==> src/rtl/cpbb_pkg.sv <==
// Shared types and constants for the changed-pixel bounding box block.
package cpbb_pkg;

  localparam int PIX_W       = 32;
  localparam int COORD_W     = 12;
  localparam int SIZE_W      = 13;
  localparam int CFG_IDX_W   = 1;
  localparam int CFG_DATA_W  = 13;
  localparam int COUNT_LIMIT = 4096;

  typedef logic [COORD_W-1:0] coord_t;
  typedef logic [SIZE_W-1:0]  size_t;

  localparam size_t WIDTH_RESET  = 13'd1920;
  localparam size_t HEIGHT_RESET = 13'd1080;

  typedef enum logic [CFG_IDX_W-1:0] {
    REG_FRAME_WIDTH  = 1'b0,
    REG_FRAME_HEIGHT = 1'b1
  } cfg_reg_t;

  typedef struct packed {
    coord_t min_col;
    coord_t min_row;
    coord_t max_col;
    coord_t max_row;
    logic   found;
  } box_t;

  // A size of zero acts as one; anything above the limit saturates there.
  function automatic size_t clamp_size(size_t reg_val, size_t lim);
    size_t r;
    if (reg_val == '0) begin
      r = size_t'(1);
    end else if (reg_val > lim) begin
      r = lim;
    end else begin
      r = reg_val;
    end
    return r;
  endfunction

endpackage

==> src/rtl/cpbb_pix_if.sv <==
// Pixel-pair input channel: reference and captured pixel with valid/ready.
interface cpbb_pix_if;
  logic                      valid;
  logic                      ready;
  logic [cpbb_pkg::PIX_W-1:0] reference_pixel;
  logic [cpbb_pkg::PIX_W-1:0] captured_pixel;

  modport source (output valid, output reference_pixel, output captured_pixel, input ready);
  modport sink   (input valid, input reference_pixel, input captured_pixel, output ready);
endinterface

==> src/rtl/cpbb_box_if.sv <==
// Result channel: one bounding box per frame with valid/ready.
interface cpbb_box_if;
  logic                 valid;
  logic                 ready;
  cpbb_pkg::coord_t     box_min_col;
  cpbb_pkg::coord_t     box_min_row;
  cpbb_pkg::coord_t     box_max_col;
  cpbb_pkg::coord_t     box_max_row;
  logic                 box_found;

  modport source (output valid, output box_min_col, output box_min_row, output box_max_col,
                  output box_max_row, output box_found, input ready);
  modport sink   (input valid, input box_min_col, input box_min_row, input box_max_col,
                  input box_max_row, input box_found, output ready);
endinterface

==> src/rtl/cpbb_tracker.sv <==
// Raster position counters and running box extremes for the current frame.
module cpbb_tracker (
  input  logic             clk,
  input  logic             rst,
  input  logic             step,
  input  logic             diff,
  input  cpbb_pkg::size_t  width,
  input  cpbb_pkg::size_t  height,
  output logic             last,
  output cpbb_pkg::box_t   result
);
  import cpbb_pkg::*;

  coord_t col;
  coord_t row;
  box_t   box;

  coord_t col_next;
  coord_t row_next;
  box_t   box_upd;
  box_t   box_next;
  size_t  col_inc;
  size_t  row_inc;
  logic   row_end;

  always_comb begin
    col_inc = {1'b0, col} + size_t'(1);
    row_inc = {1'b0, row} + size_t'(1);
    row_end = (col_inc >= width);
    last    = row_end && (row_inc >= height);

    // Fold the current pixel into the box; the first hit seeds all corners.
    box_upd = box;
    if (diff && !box.found) begin
      box_upd.min_col = col;
      box_upd.max_col = col;
      box_upd.min_row = row;
      box_upd.max_row = row;
      box_upd.found   = 1'b1;
    end else if (diff) begin
      if (col < box.min_col) box_upd.min_col = col;
      if (col > box.max_col) box_upd.max_col = col;
      if (row < box.min_row) box_upd.min_row = row;
      if (row > box.max_row) box_upd.max_row = row;
    end

    result = box_upd.found ? box_upd : '0;

    if (!row_end) begin
      col_next = col_inc[COORD_W-1:0];
      row_next = row;
    end else if (!last) begin
      col_next = '0;
      row_next = row_inc[COORD_W-1:0];
    end else begin
      col_next = '0;
      row_next = '0;
    end

    box_next = last ? '0 : box_upd;
  end

  always_ff @(posedge clk) begin
    if (rst) begin
      col <= '0;
      row <= '0;
      box <= '0;
    end else if (step) begin
      col <= col_next;
      row <= row_next;
      box <= box_next;
    end
  end

endmodule

==> src/rtl/changed_pixel_bounding_box.sv <==
// Top level of the changed-pixel bounding box block.
//
//   channel  direction  beat contents
//   pix      in         reference_pixel, captured_pixel (one raster position)
//   box      out        box_min_col/row, box_max_col/row, box_found (one per frame)
//   wr_*     in         frame_width (index 0), frame_height (index 1)
//
// Every pixel beat passes through an input register holding the compare result,
// then one step of the position counters and box extremes; the step on a frame's
// last pixel loads the result register and raises box.valid.
// Reset is synchronous: the counters and box clear, the sizes return to
// 1920 x 1080, and no result is pending.
// A beat is taken every clock; a box-channel stall holds the pipeline only when the
// pixel in the input register closes a frame and the result register is still full.
module changed_pixel_bounding_box #(
  parameter int MAX_FRAME_WIDTH  = 4096,
  parameter int MAX_FRAME_HEIGHT = 4096
) (
  input  logic                                 clk,
  input  logic                                 rst,
  input  logic                                 wr_en,
  input  logic [cpbb_pkg::CFG_IDX_W-1:0]       wr_index,
  input  logic [cpbb_pkg::CFG_DATA_W-1:0]      wr_data,
  cpbb_pix_if.sink                             pix,
  cpbb_box_if.source                           box
);
  import cpbb_pkg::*;

  // The 12-bit counters cannot reach past 4096 positions.
  localparam int    W_LIM_INT = (MAX_FRAME_WIDTH < COUNT_LIMIT) ? MAX_FRAME_WIDTH : COUNT_LIMIT;
  localparam int    H_LIM_INT = (MAX_FRAME_HEIGHT < COUNT_LIMIT) ? MAX_FRAME_HEIGHT : COUNT_LIMIT;
  localparam size_t W_LIM     = size_t'(W_LIM_INT);
  localparam size_t H_LIM     = size_t'(H_LIM_INT);

  // Configuration registers.
  size_t frame_width;
  size_t frame_height;

  always_ff @(posedge clk) begin
    if (rst) begin
      frame_width  <= WIDTH_RESET;
      frame_height <= HEIGHT_RESET;
    end else if (wr_en) begin
      unique case (cfg_reg_t'(wr_index))
        REG_FRAME_WIDTH:  frame_width  <= wr_data;
        REG_FRAME_HEIGHT: frame_height <= wr_data;
        default: ;
      endcase
    end
  end

  size_t width_eff;
  size_t height_eff;

  assign width_eff  = clamp_size(frame_width, W_LIM);
  assign height_eff = clamp_size(frame_height, H_LIM);

  // Input register: only whether the two pixels differ is kept.
  logic s1_valid;
  logic s1_diff;
  logic s1_go;
  logic out_free;
  logic last;
  box_t result;

  // The result register must have room only when this pixel closes a frame.
  assign out_free  = !box.valid || box.ready;
  assign s1_go     = s1_valid && (!last || out_free);
  assign pix.ready = !s1_valid || s1_go;

  always_ff @(posedge clk) begin
    if (rst) begin
      s1_valid <= 1'b0;
    end else if (pix.ready) begin
      s1_valid <= pix.valid;
    end
  end

  always_ff @(posedge clk) begin
    if (pix.valid && pix.ready) begin
      s1_diff <= (pix.reference_pixel != pix.captured_pixel);
    end
  end

  cpbb_tracker u_tracker (
    .clk    (clk),
    .rst    (rst),
    .step   (s1_go),
    .diff   (s1_diff),
    .width  (width_eff),
    .height (height_eff),
    .last   (last),
    .result (result)
  );

  // Result register.
  box_t out_box;

  always_ff @(posedge clk) begin
    if (rst) begin
      box.valid <= 1'b0;
    end else if (s1_go && last) begin
      box.valid <= 1'b1;
    end else if (box.ready) begin
      box.valid <= 1'b0;
    end
  end

  always_ff @(posedge clk) begin
    if (s1_go && last) begin
      out_box <= result;
    end
  end

  assign box.box_min_col = out_box.min_col;
  assign box.box_min_row = out_box.min_row;
  assign box.box_max_col = out_box.max_col;
  assign box.box_max_row = out_box.max_row;
  assign box.box_found   = out_box.found;

  // A held pixel means a finished frame is waiting behind a full result register.
  a_hold_only_on_full: assert property (@(posedge clk) disable iff (rst)
    (s1_valid && !s1_go) |-> (box.valid && !box.ready))
    else $error("input register held without a blocked result");

  // An empty frame reports all corners as zero.
  a_empty_is_zero: assert property (@(posedge clk) disable iff (rst)
    (box.valid && !box.box_found) |->
      (box.box_min_col == '0 && box.box_min_row == '0 &&
       box.box_max_col == '0 && box.box_max_row == '0))
    else $error("empty frame result has nonzero corners");

  // A found box is never inverted.
  a_box_ordered: assert property (@(posedge clk) disable iff (rst)
    (box.valid && box.box_found) |->
      (box.box_min_col <= box.box_max_col && box.box_min_row <= box.box_max_row))
    else $error("result box corners out of order");

  // A pending result is not dropped while the sink stalls.
  a_result_kept: assert property (@(posedge clk) disable iff (rst)
    (box.valid && !box.ready) |=> box.valid)
    else $error("pending result lost");

endmodule

==> src/flat_wrapper.sv <==
// flat-port wrapper written by rule: the top's interface ports become plain ports
module changed_pixel_bounding_box_flat import cpbb_pkg::*;
#(
  parameter int MAX_FRAME_WIDTH  = 4096,
  parameter int MAX_FRAME_HEIGHT = 4096
)
  (clk, rst, wr_en, wr_index, wr_data, pix_valid, pix_reference_pixel, pix_captured_pixel, pix_ready, box_valid, box_box_min_col, box_box_min_row, box_box_max_col, box_box_max_row, box_box_found, box_ready);
  cpbb_pix_if pix_i ();
  cpbb_box_if box_i ();
  input  logic clk;
  input  logic rst;
  input  logic wr_en;
  input  logic [cpbb_pkg::CFG_IDX_W-1:0] wr_index;
  input  logic [cpbb_pkg::CFG_DATA_W-1:0] wr_data;
  input wire logic [$bits(pix_i.valid)-1:0] pix_valid;
  input wire logic [$bits(pix_i.reference_pixel)-1:0] pix_reference_pixel;
  input wire logic [$bits(pix_i.captured_pixel)-1:0] pix_captured_pixel;
  output wire logic [$bits(pix_i.ready)-1:0] pix_ready;
  output wire logic [$bits(box_i.valid)-1:0] box_valid;
  output wire logic [$bits(box_i.box_min_col)-1:0] box_box_min_col;
  output wire logic [$bits(box_i.box_min_row)-1:0] box_box_min_row;
  output wire logic [$bits(box_i.box_max_col)-1:0] box_box_max_col;
  output wire logic [$bits(box_i.box_max_row)-1:0] box_box_max_row;
  output wire logic [$bits(box_i.box_found)-1:0] box_box_found;
  input wire logic [$bits(box_i.ready)-1:0] box_ready;
  assign pix_i.valid = pix_valid;
  assign pix_i.reference_pixel = pix_reference_pixel;
  assign pix_i.captured_pixel = pix_captured_pixel;
  assign pix_ready = pix_i.ready;
  assign box_valid = box_i.valid;
  assign box_box_min_col = box_i.box_min_col;
  assign box_box_min_row = box_i.box_min_row;
  assign box_box_max_col = box_i.box_max_col;
  assign box_box_max_row = box_i.box_max_row;
  assign box_box_found = box_i.box_found;
  assign box_i.ready = box_ready;
  changed_pixel_bounding_box #(.MAX_FRAME_WIDTH(MAX_FRAME_WIDTH), .MAX_FRAME_HEIGHT(MAX_FRAME_HEIGHT)) u_core (.clk(clk), .rst(rst), .wr_en(wr_en), .wr_index(wr_index), .wr_data(wr_data), .pix(pix_i), .box(box_i));
endmodule
==> config.mk <==
export PLATFORM = sky130hd
export DESIGN_NAME = changed_pixel_bounding_box_flat
export DESIGN_NICKNAME = d
export VERILOG_FILES = /design/src/rtl/cpbb_pkg.sv /design/src/rtl/cpbb_pix_if.sv /design/src/rtl/cpbb_box_if.sv /design/src/rtl/cpbb_tracker.sv /design/src/rtl/changed_pixel_bounding_box.sv /design/src/flat_wrapper.sv
export SDC_FILE = /design/constraint.sdc
export NUM_CORES = 1
export LEC_CHECK = 0
export BUFFER_PORTS_ARGS = -buffer_cell sky130_fd_sc_hd__buf_2
export CAP_MARGIN = 20
export CORE_AREA = 8 8 148 150
export CTS_BUF_LIST = sky130_fd_sc_hd__clkbuf_4 sky130_fd_sc_hd__clkbuf_8 sky130_fd_sc_hd__clkbuf_16
export CTS_CLUSTER_SIZE = 12
export DETAILED_ROUTE_END_ITERATION = 8
export DIE_AREA = 0 0 156 158
export PLACE_DENSITY_LB_ADDON = 0.08
export SYNTH_ARGS = -nofsm -noshare
export SYNTH_HDL_FRONTEND = slang
export SYNTH_SLANG_ARGS = --single-unit
==> constraint.sdc <==
create_clock -name clk -period 6.85 [get_ports clk]
set_clock_uncertainty 0.15 [all_clocks]
set_input_delay 1.0275 -clock clk [delete_from_list [all_inputs] [get_ports clk]]
set_output_delay 1.0275 -clock clk [all_outputs]
set_load 0.01 [all_outputs]
# == Word-level counts from Yosys, hierarchy flattened ==
# Index checks and enable logic that the tools add are counted.
# totals
ramBits,0
output_inout_bits,51
mem_bits_ro,0
n_memories,0
regBits,151
inputBits,83
latch_bits,0
# op_classes
bitwise,1
shift,0
n_eq_ne,1
multipliers,0
div,0
n_lt_le_gt_ge,8
add_sub_neg,2
n_mux,17
n_reduce_logical,18
# ops
cell,count
$mux W48,2
$mux W12,6
$mux W13,4
$mux W49,1
$ne A32 B32 Y1,1
$add A12 B1 Y13 const B,2
$ge A13 B13 Y1,2
$gt A13 B13 Y1 const B,2
$logic_not A13 Y1,2
$gt A12 B12 Y1,2
$lt A12 B12 Y1,2
$reduce_and A2 Y1,3
$logic_and A1 B1 Y1,5
$logic_not A1 Y1,4
$mux W1,4
$logic_or A1 B1 Y1,3
$reduce_bool A2 Y1,1
$not A1 Y1,1

# == Logic depth before layout (Yosys ltp) ==
# depth
depth_word,10
depth_mapped,17

# == Cells and area by module ==
# From an unflattened synthesis, not the netlist that was laid out.
# unflattened
hier_cells,1064
area_unflattened_um2,8937.3
# by_module_without_submodules
module,cells_per_inst,seq_area_each_um2,n_inst,area_per_inst_um2
cpbb_tracker,808,1461.4,1,5860.6
changed_pixel_bounding_box,256,2062.0,1,3076.7

# == Least setup slack after synthesis ==
# No wires, ideal clock.
# synth_timing
kind,register to register
startpoint,register u_core.u_tracker.row[1]
endpoint,register u_core.out_box (netlist bit u_core.box.box_found) (enable)
stages_incl_launch_ff,15
setup_slack_ns,2.057
arrival_time_ns,4.238
period_less_slack_ns,4.793
required_time_ns,6.294
path_cell_list,dfxtp_1 ha_1 nand3_1 or2_2 inv_1 nand3_1 or2_2 xnor2_1 ha_1 and4_1 o211ai_1 o21bai_1 a211oi_2 nand3_1 inv_1
# synth_between
elab_chain_cells,7
# synth_rtl
element,line_no,source
start: declaration,cpbb_tracker.sv:15,coord_t row;
start signal: assignment,cpbb_tracker.sv:70,row <= row_next;
$add A12 B1 Y13 (*),cpbb_tracker.sv:28,"row_inc = {1'b0, row} + size_t'(1);"
$ge A13 B13 Y1 (*),cpbb_tracker.sv:30,last = row_end && (row_inc >= height);
$logic_and A1 B1 Y1 (*),cpbb_tracker.sv:30,
$logic_not A1 Y1,changed_pixel_bounding_box.sv:68,assign s1_go = s1_valid && (!last || out_free);
$logic_or A1 B1 Y1,changed_pixel_bounding_box.sv:68,
$logic_and A1 B1 Y1,changed_pixel_bounding_box.sv:68,
$logic_and A1 B1 Y1 (*),changed_pixel_bounding_box.sv:110,if (s1_go && last) begin
end signal: assignment,changed_pixel_bounding_box.sv:111,out_box <= result;
end: declaration,changed_pixel_bounding_box.sv:97,box_t out_box;
# Mark *: on every way between the ends. The rest lies on a longest branch, timed or not.
# A chain may end at the register's enable or synchronous reset.

# == Worst setup path in the final report ==
# layout_timing
startpoint,register u_core.u_tracker.row[1]
endpoint,output pix_ready
# layout_between
elab_chain_cells,7
# layout_rtl
element,line_no,source
$add A12 B1 Y13,cpbb_tracker.sv:28,
$ge A13 B13 Y1,cpbb_tracker.sv:30,
$logic_and A1 B1 Y1,cpbb_tracker.sv:30,
$logic_not A1 Y1,changed_pixel_bounding_box.sv:68,
$logic_or A1 B1 Y1,changed_pixel_bounding_box.sv:68,
$logic_and A1 B1 Y1,changed_pixel_bounding_box.sv:68,
$logic_or A1 B1 Y1,changed_pixel_bounding_box.sv:69,assign pix.ready = !s1_valid || s1_go;
end: declaration,flat_wrapper.sv:18,output wire logic [$bits(pix_i.ready)-1:0] pix_ready;
# No other way between the ends.

==> metrics.cfg <==
[run_status]
outcome=complete, no violations

[sta]
drv_slew=0
setup_slack_ps=1320
finalHoldViolCount=0
fin_tns_setup_ps=0
rsz0062_at_grt=no
min_period_over_period_pct=80.7
slew_headroom_pct=29.7
period_needed_ps=5530
finalSetupViolCount=0
max_slew.worst_pin.slew_ps=1050
fmax_ghz=0.181

[worst_setup_path]
end_kind=output pin
r2r_cells=14
crit_type=flop to output pin
crit_chain=ha_1 > nand3_1 > or2_2 > inv_1 > nand3_1 > or2_2 > xnor2_1 > ha_1 > and4_1 > o211ai_1 > o21bai_1 > a211o_4 > or3_1 > buf_2
slowest_stage=dfxtp_1
crit_fanout=12
arrival_ps=4350
required_ps=5670
r2r_start=u_core.u_tracker.row[1]$_SDFFE_PP0P_
regToRegEndpoint=u_core.box.box_min_col[5]$_SDFFCE_PP0P_
r2r_setup_slack_ps=1630
critPathLaunchType=flop
max_stage_delay_ps=520

[yosys]
ys_warn_count=0
synthFlopType=dfxtp_1
ys_seq_area_share_pct=40.8
synth_edf_count=50
syn_nets=1109
synth_cell_types=66
ys_ff_latch=151
syn_inst=952
synthArstFlopShare_pct=0
syn_area_per_cell_um2=9.06
synth_area_um2=8630

[routing]
post-route-drc-count=0
drt_iter0_markers=301
wl_mm=21.2
via_per_inst=5.12
firstDrtPassIters=5
vias=6846
routedWlPerCell_um=15.8
antenna_left=0

[floorplanning]
fp-row-count=52
io_pins=134
coreArea_um2=19700
die-area_um2=24600
die_y_um=158
die_x_um=156
start_util_pct=43.8

[clocking]
numClockSinks=151
clkTransAtPathRegs_ps=60
cts-root-buf=clkbuf_16
post_cts_resize_count=0
postCtsSetupBuffers=0
cts_buffers=17
cts_buffer_depth=2
clk_latency_ps=420
cts_tree=built
h-tree-depth=4
cts_hold_buffers=0

[place]
hpwlAfterDp_mm=15.8
io_buffers=133
gp_congestion=0.815
pre_cts_ws_ps=1590

[grt]
grt.busiest_layer=met2
grt_pass1_vias=6821
grt_max_degree=57
gr-usage-met1_pct=23.2
met2_usage_pct=27.7
grt_pass1_wl_mm=34.3
antenna_found_initial=0
grt.met3_usage_pct=3.58
globalRouteOverflowTotal=0
grtUsageTotal_pct=17.3

[cells_and_area]
seq_area_um2=3520
mostFrequentLayoutCells=133 x buf_2, 126 x nand2_1, 101 x dfxtp_1
final_net_count=1212
area_growth_pct=17.0
final_common_cell=buf_2
fillers=1919
drive_above_1_share_pct=18.5
diodes=0
multi_input_area_um2=4620

[power_and_ir_drop]
ir_drop_v=0.000177
leakage_nw=4.02
power-per-cell-area_nw_per_um2=210

[hold_path]
hold_start=u_core.frame_height[0]$_SDFFE_PP0P_
hold_class=flop to flop
whs_path_depth=2
hold_end=u_core.frame_height[0]$_SDFFE_PP0P_

[job]
maxCapViolations=0

-- critical path, delay by kind of cell (launching register included) --
family	cells	cell delay, ps
AO/OA/AOI/OAI	3	740
XOR/XNOR	1	140
adder cells (fa/ha/maj)	2	590
buffers and inverters	2	230
flip-flops	1	520
AND/OR/NAND/NOR	6	1710
-- kinds of logic (layout without fill, tap and decap cells) --
kind of cell | Yosys count | in the layout | synth area share [%]
AOI/OAI and AO/OA | 184 | 184 | 14.5
xor gates and xnor gates | 52 | 52 | 5.28
adders and majority gates | 74 | 74 | 10.7
buffers and inverters | 120 | 236 | 5.80
DFF | 151 | 151 | 40.8
muxes | 47 | 47 | 5.51
and+or+nand+nor | 324 | 324 | 17.3
-- flip-flops by register name (all words and copies together) (netlist names) --
register,count
u_core.box.box_found,1
u_core.box.box_max_col,12
u_core.box.box_max_row,12
u_core.box.box_min_col,12
u_core.box.box_min_row,12
u_core.box.valid,1
u_core.frame_height,13
u_core.frame_width,13
u_core.s1_diff,1
u_core.s1_valid,1
u_core.u_tracker.box,49
u_core.u_tracker.col,12
u_core.u_tracker.row,12
-- metrics by stage --
step                      util, %  power (mW)  instance area (um^2)  std cells  hold WS (ps)
after floorplan                 -        1.06                  8630        952           286
after global placement       47.8        1.11                  9420       1305           305
after detailed placement     47.8        1.11                  9420       1305           306
after CTS                    51.0        2.13                 10100       1337           322
after global routing         51.2        2.18                 10100       1338           335
final                        51.2        2.11                 10100       1338           315
-- worst max-delay path by stage --
stage	cells after the start	end	start	slack [ps]
5_1_grt	14	pix_ready	u_core.u_tracker.row[1]$_SDFFE_PP0P_	1090
3_3_place_gp	14	u_core.box.box_min_col[9]$_SDFFCE_PP0P_	u_core.u_tracker.row[1]$_SDFFE_PP0P_	1700
6_report	14	pix_ready	u_core.u_tracker.row[1]$_SDFFE_PP0P_	1320
2_1_floorplan	14	u_core.box.box_found$_DFFE_PP_	u_core.u_tracker.row[1]$_SDFFE_PP0P_	2060
4_1_cts	14	pix_ready	u_core.u_tracker.row[1]$_SDFFE_PP0P_	1290
3_5_place_dp	14	u_core.box.box_min_col[8]$_SDFFCE_PP0P_	u_core.u_tracker.row[1]$_SDFFE_PP0P_	1590
-- report_power, final --
part | total, mW | switching, mW | internal (mW) | leakage (nW)
logic | 0.154 | 0.0869 | 0.0669 | 2.44
registers | 0.941 | 0.0122 | 0.929 | 1.27
clock network | 1.02 | 0.392 | 0.628 | 0.312
-- layer usage --
layer | up-vias | share of wire [%]
met5 | - | 0
met4 | 0 | 1.0
met3 | 18 | 4.2
met2 | 138 | 44
met1 | 3128 | 51
li1 | 3562 | -
-- cell usage after synthesis, drive strengths merged, types with 24 or more instances --
cell type | n | area, um^2
nor2 | 80 | 303
inv | 65 | 244
mux2i | 46 | 460
dfxtp | 101 | 2020
a21oi | 83 | 427
a22o | 24 | 210
nand2 | 127 | 484
clkbuf | 33 | 125
xnor2 | 49 | 429
ha | 74 | 926
edfxtp | 50 | 1500
nand3 | 42 | 215
-- area by class of cell --
class                      count  area share, %
multi-input combinational    681           45.8
sequential                   151           34.9
timing repair buffer         139           7.24
clock buffer                  19           4.43
tap                          270           3.35
inverter                      65           2.42
clock inverter                13           1.89
(Power assumes the default switching activity.)
